## src/rtl/itr_pkg.sv

```systemverilog
`timescale 1ns / 1ps
// ----------------------------------------------------------------------------
// itr_pkg: shared types and constants for the radix text converter
// Holds the controller states, stack command struct, radix limits and the
// digit to ASCII mapping.
// ----------------------------------------------------------------------------
package itr_pkg;

  localparam int VALUE_BITS = 31;   // magnitude bits of a positive input
  localparam int STEP_BITS  = 5;    // counts the VALUE_BITS division steps
  localparam int RADIX_BITS = 6;
  localparam int DIGIT_BITS = 6;
  localparam int CHAR_BITS  = 7;

  localparam logic [RADIX_BITS-1:0] RADIX_MIN   = 6'd2;
  localparam logic [RADIX_BITS-1:0] RADIX_MAX   = 6'd36;
  localparam logic [RADIX_BITS-1:0] RADIX_RESET = 6'd10;

  localparam logic [DIGIT_BITS-1:0] DIGIT_NINE  = 6'd9;
  localparam logic [DIGIT_BITS-1:0] DIGIT_TEN   = 6'd10;
  localparam logic [CHAR_BITS-1:0]  CHAR_ZERO   = 7'd48;  // '0'
  localparam logic [CHAR_BITS-1:0]  CHAR_A      = 7'd65;  // 'A'

  typedef enum logic [1:0] {
    ST_IDLE,
    ST_DIVIDE,
    ST_EMIT,
    ST_MARK
  } state_t;

  typedef struct packed {
    logic push;
    logic pop;
  } stack_cmd_t;

  function automatic logic [CHAR_BITS-1:0] digit_to_ascii(input logic [DIGIT_BITS-1:0] d);
    logic [CHAR_BITS-1:0] d_ext;
    d_ext = {1'b0, d};
    if (d > DIGIT_NINE) begin
      return d_ext - {1'b0, DIGIT_TEN} + CHAR_A;
    end
    return d_ext + CHAR_ZERO;
  endfunction

endpackage

```

## src/rtl/integer_to_radix_text.sv

```systemverilog
`timescale 1ns / 1ps
// ----------------------------------------------------------------------------
// integer_to_radix_text: positive signed integer to ASCII digits in radix 2 to 36
// Each digit costs one pass of the bit-serial divider.
// Throughput: one input at a time, the next taken once the last beat is
//   loaded; zero or negative values skip the divider. Result stalls add delay.
// Reset (rst, synchronous) empties the pipeline and sets the radix to 10.
// ----------------------------------------------------------------------------
module integer_to_radix_text #(
  parameter int MAX_DIGITS = 32
) (
  input  logic                            clk,
  input  logic                            rst,
  // Configuration: the radix register, clamped to 2..36 on write.
  input  logic                            cfg_valid,
  output logic                            cfg_ready,
  input  logic [itr_pkg::RADIX_BITS-1:0]  cfg_data,
  // Input channel.
  input  logic                            value_valid,
  output logic                            value_stall,
  input  logic signed [31:0]              value,
  // Result channel.
  output logic                            result_valid,
  input  logic                            result_stall,
  output logic [itr_pkg::CHAR_BITS-1:0]   digit_char,
  output logic                            no_digits,
  output logic                            last
);
  import itr_pkg::*;

  localparam int CNT_W = $clog2(MAX_DIGITS + 1);
  localparam logic [CNT_W-1:0] ONE_DIGIT = CNT_W'(1);

  state_t state, state_next;

  logic [RADIX_BITS-1:0] radix;
  logic [CNT_W-1:0]      count;

  logic                  div_start;
  logic                  div_done;
  logic [VALUE_BITS-1:0] div_dividend;
  logic [VALUE_BITS-1:0] div_quotient;
  logic [DIGIT_BITS-1:0] div_remainder;

  stack_cmd_t            stack_cmd;
  logic [DIGIT_BITS-1:0] top_digit;

  logic                  in_beat;
  logic                  non_positive;
  logic                  out_free;
  logic                  load_digit;
  logic                  load_mark;

  // Configuration writes are always accepted; out-of-range radixes clamp.
  assign cfg_ready = 1'b1;

  always_ff @(posedge clk) begin
    if (rst) begin
      radix <= RADIX_RESET;
    end else if (cfg_valid) begin
      if (cfg_data < RADIX_MIN) begin
        radix <= RADIX_MIN;
      end else if (cfg_data > RADIX_MAX) begin
        radix <= RADIX_MAX;
      end else begin
        radix <= cfg_data;
      end
    end
  end

  // A new value is taken only when the controller is idle.
  assign value_stall  = (state != ST_IDLE);
  assign in_beat      = value_valid && !value_stall;
  assign non_positive = value[31] || (value == 32'sd0);

  // The output register may be reloaded when empty or when its beat leaves.
  assign out_free = !result_valid || !result_stall;

  // The first division works on the input itself; later ones on the quotient.
  assign div_dividend = (state == ST_IDLE) ? value[VALUE_BITS-1:0] : div_quotient;

  itr_divider u_divider (
    .clk       (clk),
    .rst       (rst),
    .start     (div_start),
    .dividend  (div_dividend),
    .radix     (radix),
    .done      (div_done),
    .quotient  (div_quotient),
    .remainder (div_remainder)
  );

  itr_digit_stack #(
    .DEPTH (MAX_DIGITS)
  ) u_stack (
    .clk        (clk),
    .cmd        (stack_cmd),
    .push_digit (div_remainder),
    .top_digit  (top_digit)
  );

  // Next-state logic.
  always_comb begin
    state_next = state;
    unique case (state)
      ST_IDLE: begin
        if (in_beat) begin
          state_next = non_positive ? ST_MARK : ST_DIVIDE;
        end
      end
      ST_DIVIDE: begin
        if (div_done && (div_quotient == '0)) begin
          state_next = ST_EMIT;
        end
      end
      ST_EMIT: begin
        if (out_free && (count == ONE_DIGIT)) begin
          state_next = ST_IDLE;
        end
      end
      ST_MARK: begin
        if (out_free) begin
          state_next = ST_IDLE;
        end
      end
      default: state_next = ST_IDLE;
    endcase
  end

  // Controller outputs: divider starts, stack pushes and pops, output loads.
  always_comb begin
    div_start      = 1'b0;
    stack_cmd.push = 1'b0;
    stack_cmd.pop  = 1'b0;
    load_digit     = 1'b0;
    load_mark      = 1'b0;
    unique case (state)
      ST_IDLE: begin
        div_start = in_beat && !non_positive;
      end
      ST_DIVIDE: begin
        // Every finished division leaves one digit; continue while the
        // quotient is still nonzero.
        stack_cmd.push = div_done;
        div_start      = div_done && (div_quotient != '0);
      end
      ST_EMIT: begin
        load_digit    = out_free;
        stack_cmd.pop = out_free;
      end
      ST_MARK: begin
        load_mark = out_free;
      end
      default: ;
    endcase
  end

  always_ff @(posedge clk) begin
    if (rst) begin
      state        <= ST_IDLE;
      count        <= '0;
      result_valid <= 1'b0;
    end else begin
      state <= state_next;
      if (stack_cmd.push) begin
        count <= count + 1'b1;
      end else if (stack_cmd.pop) begin
        count <= count - 1'b1;
      end
      if (load_digit || load_mark) begin
        result_valid <= 1'b1;
      end else if (!result_stall) begin
        result_valid <= 1'b0;
      end
    end
  end

  // Result payload; the most significant digit sits on top of the stack.
  always_ff @(posedge clk) begin
    if (load_digit) begin
      digit_char <= digit_to_ascii(top_digit);
      no_digits  <= 1'b0;
      last       <= (count == ONE_DIGIT);
    end else if (load_mark) begin
      digit_char <= '0;
      no_digits  <= 1'b1;
      last       <= 1'b1;
    end
  end

endmodule

```

## src/rtl/itr_divider.sv

```systemverilog
`timescale 1ns / 1ps
// ----------------------------------------------------------------------------
// itr_divider: bit-serial restoring divider
// Divides a 31-bit magnitude by the radix, one quotient bit per cycle.
// ----------------------------------------------------------------------------
module itr_divider (
  input  logic                            clk,
  input  logic                            rst,
  input  logic                            start,
  input  logic [itr_pkg::VALUE_BITS-1:0]  dividend,
  input  logic [itr_pkg::RADIX_BITS-1:0]  radix,
  output logic                            done,
  output logic [itr_pkg::VALUE_BITS-1:0]  quotient,
  output logic [itr_pkg::DIGIT_BITS-1:0]  remainder
);
  import itr_pkg::*;

  localparam logic [STEP_BITS-1:0] LAST_STEP = STEP_BITS'(VALUE_BITS - 1);

  logic                  busy;
  logic [STEP_BITS-1:0]  step;
  logic [DIGIT_BITS:0]   shifted;
  logic [DIGIT_BITS:0]   diff;
  logic                  fits;

  // The partial remainder stays below the radix, so one extra bit holds the shift.
  assign shifted = {remainder, quotient[VALUE_BITS-1]};
  assign fits    = shifted >= {1'b0, radix};
  assign diff    = shifted - {1'b0, radix};

  always_ff @(posedge clk) begin
    if (rst) begin
      busy <= 1'b0;
      done <= 1'b0;
      step <= '0;
    end else begin
      done <= 1'b0;
      if (start) begin
        busy <= 1'b1;
        step <= '0;
      end else if (busy) begin
        step <= step + 1'b1;
        if (step == LAST_STEP) begin
          busy <= 1'b0;
          done <= 1'b1;
        end
      end
    end
  end

  always_ff @(posedge clk) begin
    if (start) begin
      quotient  <= dividend;
      remainder <= '0;
    end else if (busy) begin
      quotient  <= {quotient[VALUE_BITS-2:0], fits};
      remainder <= fits ? diff[DIGIT_BITS-1:0] : shifted[DIGIT_BITS-1:0];
    end
  end

endmodule

```

## src/rtl/itr_digit_stack.sv

```systemverilog
`timescale 1ns / 1ps
// ----------------------------------------------------------------------------
// itr_digit_stack: shift-register digit stack
// Remainders shift in at the head; the most recent digit is popped first.
// ----------------------------------------------------------------------------
module itr_digit_stack #(
  parameter int DEPTH = 32
) (
  input  logic                            clk,
  input  itr_pkg::stack_cmd_t             cmd,
  input  logic [itr_pkg::DIGIT_BITS-1:0]  push_digit,
  output logic [itr_pkg::DIGIT_BITS-1:0]  top_digit
);
  import itr_pkg::*;

  logic [DIGIT_BITS-1:0] slots [DEPTH];

  assign top_digit = slots[0];

  always_ff @(posedge clk) begin
    if (cmd.push) begin
      slots[0] <= push_digit;
      for (int i = 1; i < DEPTH; i++) begin
        slots[i] <= slots[i-1];
      end
    end else if (cmd.pop) begin
      for (int i = 0; i < DEPTH - 1; i++) begin
        slots[i] <= slots[i+1];
      end
    end
  end

endmodule
```

## config.mk

```make
export PLATFORM = sky130hd
export DESIGN_NAME = integer_to_radix_text
export DESIGN_NICKNAME = d
export VERILOG_FILES = /design/src/rtl/itr_pkg.sv /design/src/rtl/integer_to_radix_text.sv /design/src/rtl/itr_divider.sv /design/src/rtl/itr_digit_stack.sv
export SDC_FILE = /design/constraint.sdc
export NUM_CORES = 1
export LEC_CHECK = 0
export CAP_MARGIN = 20
export CORE_MARGIN = 3
export CORE_UTILIZATION = 30
export CTS_BUF_LIST = sky130_fd_sc_hd__clkbuf_8 sky130_fd_sc_hd__clkbuf_16
export DETAILED_ROUTE_END_ITERATION = 10
export DONT_BUFFER_PORTS = 1
export MAX_ROUTING_LAYER = met4
export SKIP_CTS_REPAIR_TIMING = 1
export SYNTH_ARGS = -nofsm -noshare
export SYNTH_HDL_FRONTEND = slang
export SYNTH_SLANG_ARGS = --single-unit
```

## constraint.sdc

```tcl
create_clock -name clk -period 6.45 [get_ports clk]
set_clock_uncertainty 0.15 [all_clocks]
set_input_delay 0.645 -clock clk [delete_from_list [all_inputs] [get_ports clk]]
set_output_delay 0.645 -clock clk [all_outputs]
set_load 0.03 [all_outputs]
```

==> results of run 1 <==
## registers in the layout, indices dropped and copies added (netlist names)
register and flops:
radix 6, digit_char 7, u_divider.step 5, result_valid 1, state 2, u_stack.slots 192, no_digits 1, last 1
u_divider.remainder 6, count 6, u_divider.done 1, u_divider.busy 1, u_divider.quotient 31
## final cells by class
class / instances / share of cell area [%]
Clock inverter: 23 / 1.42
Timing Repair Buffer: 9 / 0.759
Clock buffer: 29 / 5.50
Inverter: 22 / 0.626
Multi-Input combinational cell: 788 / 29.9
Tap cell: 511 / 4.85
Sequential cell: 260 / 57.0
## kinds of logic after synthesis
family / Yosys count
compound gates: 58
xor+xnor: 16
fa+ha+maj: 16
buf+inv: 77
flops: 260
mux: 35
other cells: 1
simple gates: 662
## critical path, cell delays in order, from the launching register on
cell      delay [ns]
dfxtp_1         0.55
nand3b_1        0.38
buf_4           0.47
nand2_4         0.48
buf_4           0.66
## power groups by stage
stage               clock network, mW  logic [mW]  registers [mW]
global placement                    0       0.452            2.12
CTS                              1.63       0.466            2.08
detailed placement                  0       0.463            2.12
floorplan                           0       0.395            2.10
finish                           1.58       0.462            2.08
global route                     1.70       0.528            2.10
## per-stage QoR
step                      setup slack (ns)  std cells
after floorplan                      0.468       1125
after global placement                3.10       1589
after detailed placement              3.04       1589
after CTS                             3.25       1641
after global routing                  3.01       1642
final                                 3.25       1642
## synthesized netlist by cell type, types with 3 or more instances
library cell | number | area share [%]
nand4_1 | 7 | 0.37
nor4_1 | 17 | 0.90
nand2_1 | 572 | 18
dfxtp_1 | 29 | 4.9
a31oi_1 | 3 | 0.16
xor2_1 | 7 | 0.52
inv_1 | 22 | 0.70
o21ai_0 | 12 | 0.51
a211oi_1 | 4 | 0.26
nand3b_1 | 5 | 0.32
mux2_4 | 28 | 3.6
nor3_1 | 7 | 0.30
nand3_1 | 5 | 0.21
buf_2 | 7 | 0.30
buf_6 | 4 | 0.38
ha_1 | 15 | 1.6
edfxtp_1 | 231 | 59
a21oi_1 | 20 | 0.85
mux2i_1 | 5 | 0.43
nand2b_1 | 6 | 0.32
nor2_1 | 32 | 1.0
xnor2_1 | 9 | 0.67
clkbuf_1 | 42 | 1.3
## final timing paths
kind / start / end / slack, ns / depth (start not counted)
min: rst / radix[0] / 0.03 / 1
min reg2reg: u_stack.slots[3][40] / u_stack.slots[3][46] / 0.30 / 0
max: state[0] / u_stack.slots[3][41] / 3.25 / 4
max reg2reg: state[0] / u_stack.slots[3][41] / 3.25 / 4
## metal layers
layer	track usage, %	vias up	wire, um	share of wire, %
met5	-	-	0	0
met4	1.94	0	278	1.3
met3	2.05	26	986	4.6
met2	15.8	119	9720	46
met1	14.4	3599	10300	48
li1	-	3745	-	-
==> impl_metrics.json, run 1 <==
{
  "synth-simple-area-share_pct": 22.6,
  "drc": 0,
  "cts_sinks": 260,
  "fin_nets": 1169,
  "die_y_um": 204,
  "cts_root_buffer": "clkbuf_16",
  "clk_latency_ns": 0.53,
  "synth-seq-area-share_pct": 63.9,
  "antenna_found_initial": 0,
  "p_per_area_nw_per_um2": 313,
  "grt_pass1_vias": 7261,
  "wire_per_inst_um": 12.9,
  "rsz0062_at_grt": "no",
  "gr-total-overflow": 0,
  "tns_ns": 0,
  "fin_area_um2": 13200,
  "areaGrowthSynthToFinish_pct": 12.2,
  "critPathCaptureType": "flop",
  "min_path_type": "in -> reg",
  "ys_warn_count": 0,
  "io_pins": 55,
  "synthesis.area_um2": 11800,
  "slew_viol_final": 0,
  "leakagePower_nw": 5.20,
  "die-area_um2": 41600,
  "critical_path_class": "reg -> reg",
  "synthXorXnorAreaFrac_pct": 1.19,
  "netSwitchingPower_mw": 1.01,
  "period_needed_ns": 3.20,
  "grt_pass1_wl_mm": 35.6,
  "ant_nets": 0,
  "ys_types": 54,
  "cp.arrival_ns": 3.21,
  "drt_first_pass_iters": 5,
  "post-route-util_pct": 34.6,
  "post-dp-hpwl_mm": 13.2,
  "vias": 7489,
  "synth.avg_cell_area_um2": 10.5,
  "start_util_pct": 30.9,
  "synthAdderAreaFrac_pct": 1.77,
  "hold_violations": 0,
  "path_max_fanout": 79,
  "grt_max_degree": 115,
  "cts_buffers": 29,
  "p_seq_share_pct": 50.5,
  "finalCritPeriodShare_pct": 49.7,
  "ys_ff_latch": 260,
  "ys_async_sr_fraction_pct": 0,
  "cts_htree_levels": 1,
  "numPortBuffers": 0,
  "peakVddDrop_uv": 196,
  "max_cap_viol_count": 0,
  "max_slew_margin_pct": 40.6,
  "startpoint_type": "flop",
  "syn_inst": 1125,
  "synth_ff_type": "edfxtp_1",
  "muxShareOfSynthArea_pct": 4.19,
  "n_fill_cell": 3801,
  "setup_viol": 0,
  "final_common_cell": "nand2_1",
  "die_w_um": 204,
  "finalPower_mw": 4.13,
  "seq_area_um2": 7520,
  "cts_tree": "built",
  "place_area_um2": 12300,
  "fp-row-count": 71,
  "cts_max_path_buffers": 3,
  "clock.fmax_mhz": 312,
  "grtUsageTotal_pct": 10.3,
  "synth_nets": 1184,
  "outcome": "completed",
  "synth_top_family_by_area": "simple AND/OR/NAND/NOR gates",
  "coreArea_um2": 38100,
  "final_cell_mix": "nand2_1 (571), edfxtp_1 (231), nor2_1 (31), clkbuf_16 (29), dfxtp_1 (29)",
  "drive_gt1_share_pct": 8.40,
  "synth-compound-area-share_pct": 3.46,
  "vias_per_cell": 4.56,
  "crit_required_ns": 6.45,
  "multi_input_area_um2": 3940,
  "path_clk_slew_ns": 0.06,
  "synth_edf_count": 231,
  "internal-power_mw": 3.12,
  "gp_congestion": 0.753,
  "hold_slack_ns": 0.0302,
  "dr.first_iter.drc_count": 601,
  "clockPowerShare_pct": 38.4,
  "antennaDiodeCount": 0,
  "tightest_slew_ns": 0.892,
  "switching_share_pct": 24.5,
  "drt_wl_total_mm": 21.3,
  "share_comb_of_total_power_pct": 11.2
}
Power figures use the tool's default switching activity.
==> inputs of run 2 (changes only) <==
==> constraint.sdc (replaced) <==
create_clock -name clk -period 3.2 [get_ports clk]
set_clock_uncertainty 0.15 [all_clocks]
set_input_delay 0.32 -clock clk [delete_from_list [all_inputs] [get_ports clk]]
set_output_delay 0.32 -clock clk [all_outputs]
set_load 0.03 [all_outputs]
==> run 2 against run 1 <==
Effect of this change: sequential cell count unchanged; first-iteration DRC count down 11%; global-route usage up 0.41 points; clock power up 110%; final cell count up 3.9%; critical path depth up 2; core utilization up 1.8 points; clock-buffer cell count up 2; die area unchanged; register-to-register slack worse by 2.7 ns; largest power group unchanged.
==> impl_metrics.json, run 2 (synthesis gave the netlist of run 1 again) <==
{
  "startpoint_type": "flop",
  "n_fill_cell": 3715,
  "cpPeakStageDelay_ns": 0.49,
  "r2r_start": "u_divider.quotient[7]",
  "cts_buffers": 28,
  "rsz0062_at_grt": "no",
  "numPortBuffers": 0,
  "crit_required_ns": 3.33,
  "antenna_found_initial": 0,
  "finalCritPeriodShare_pct": 81.6,
  "place_area_um2": 12400,
  "cts_htree_levels": 1,
  "cp.buffers_inverters": 1,
  "crit_slowest_cell": "nor4_4",
  "grtUsageTotal_pct": 10.7,
  "cts_max_path_buffers": 3,
  "final_common_cell": "nand2_1",
  "leakagePower_nw": 5.52,
  "critPathCaptureType": "flop",
  "tns_ns": 0,
  "die_y_um": 204,
  "drt_wl_total_mm": 22.4,
  "gr-total-overflow": 0,
  "tightest_slew_ns": 0.970,
  "path_clk_slew_ns": 0.06,
  "outcome": "completed",
  "clk_latency_ns": 0.54,
  "post-dp-hpwl_mm": 14.0,
  "wire_per_inst_um": 13.1,
  "critPathTopFamily": "simple AND/OR/NAND/NOR gates",
  "hold_end": "no_digits",
  "largest_register_ffs": 192,
  "die_w_um": 204,
  "hold_violations": 0,
  "fin_nets": 1232,
  "hold_slack_ns": 0.0183,
  "start_util_pct": 30.9,
  "rr_worst_depth": 6,
  "min_from": "result_stall",
  "die-area_um2": 41600,
  "top_regs": "u_stack.slots (192), u_divider.quotient (31), digit_char (7)",
  "drive_gt1_share_pct": 9.29,
  "max_cap_viol_count": 0,
  "path_max_fanout": 42,
  "drt_first_pass_iters": 4,
  "areaGrowthSynthToFinish_pct": 18.0,
  "cts_tree": "built",
  "hold_depth": 3,
  "cp.arrival_ns": 2.74,
  "clock.fmax_mhz": 383,
  "drc": 0,
  "gp_congestion": 0.780,
  "grt_pass1_wl_mm": 36.8,
  "vias_per_cell": 4.58,
  "r2r_end": "u_divider.quotient[15]",
  "setup_viol": 0,
  "top_register": "u_stack.slots",
  "cts_root_buffer": "clkbuf_16",
  "grt_max_degree": 79,
  "dr.first_iter.drc_count": 535,
  "crit_path_start": "u_divider.quotient[7]",
  "antennaDiodeCount": 0,
  "io_pins": 55,
  "fin_area_um2": 13900,
  "fp-row-count": 71,
  "reg2reg_slack_ns": 0.59,
  "p_per_area_nw_per_um2": 617,
  "vias": 7821,
  "grt_pass1_vias": 7243,
  "final_cell_mix": "nand2_1 (571), edfxtp_1 (231), dlygate4sd3_1 (49), nor2_1 (31)",
  "worstPathCellList": "nor4_1 -> nand2_1 -> nor4_4 -> o21ai_4 -> buf_4 -> mux2_4",
  "coreArea_um2": 38100,
  "cts_sinks": 260,
  "ant_nets": 0,
  "critical_path_class": "reg -> reg",
  "peakVddDrop_uv": 374,
  "period_needed_ns": 2.61,
  "slew_viol_final": 0,
  "min_path_type": "in -> reg",
  "max_slew_margin_pct": 35.1
}
[run 2: cell types whose count changed in the layout (fill, tap and decap cells not counted), sizes merged]
cell,previous run,this run
dlygate4sd3,0,49
buf,9,24
clkinv,12,6
inv,27,31
clkbuf,29,31
bufinv,3,4
clkinvlp,3,2
[run 2: cell type report]
class / count / area [um^2] / share of cell area, %
tap: 511 / 639 / 4.61
clock inverter: 21 / 205 / 1.48
timing repair buffer: 73 / 733 / 5.28
clock buffer: 31 / 753 / 5.43
multi-input combinational: 788 / 3950 / 28.4
inverter: 22 / 82.6 / 0.595
sequential: 260 / 7520 / 54.2
[run 2: metrics by stage]
stage	util, %	cells	total power [mW]	setup WS (ns)
3_5_place_dp	32.6	1605	5.27	0.526
5_1_grt	36.4	1706	8.96	0.492
2_1_floorplan	-	1125	5.00	0.192
6_report	36.4	1706	8.57	0.590
3_3_place_gp	32.6	1605	5.25	0.631
4_1_cts	35.1	1657	8.61	0.549
[run 2: where the power goes]
group          total [mW]  internal [mW]  switching (mW)
Clock                3.32           2.01            1.31
Combinational        1.05          0.456           0.592
Sequential           4.20           4.01           0.191
[run 2: worst max path at each step]
| stage | to | slack (ns) | cells past startpoint |
|---|---|---|---|
| after floorplan | u_stack.slots[0][0] | 0.19 | 5 |
| after detailed placement | u_divider.quotient[11] | 0.53 | 6 |
| after CTS | u_divider.quotient[28] | 0.55 | 6 |
| after global routing | u_divider.quotient[12] | 0.49 | 6 |
| after global placement | u_divider.quotient[10] | 0.63 | 6 |
| final | u_divider.quotient[15] | 0.59 | 6 |
[run 2: layer usage]
metal	vias to the layer above	global-route usage (%)	wire, um
met1	3763	14.9	10900
met2	125	16.2	10200
li1	3886	-	-
met5	-	-	0
met4	0	2.97	541
met3	47	1.88	858
[run 2: worst reg2reg max path: stages, from the launching register on]
cell and delay (ns):
edfxtp_1 0.40, nor4_1 0.35, nand2_1 0.16, nor4_4 0.50, o21ai_4 0.07, buf_4 0.35
mux2_4 0.40
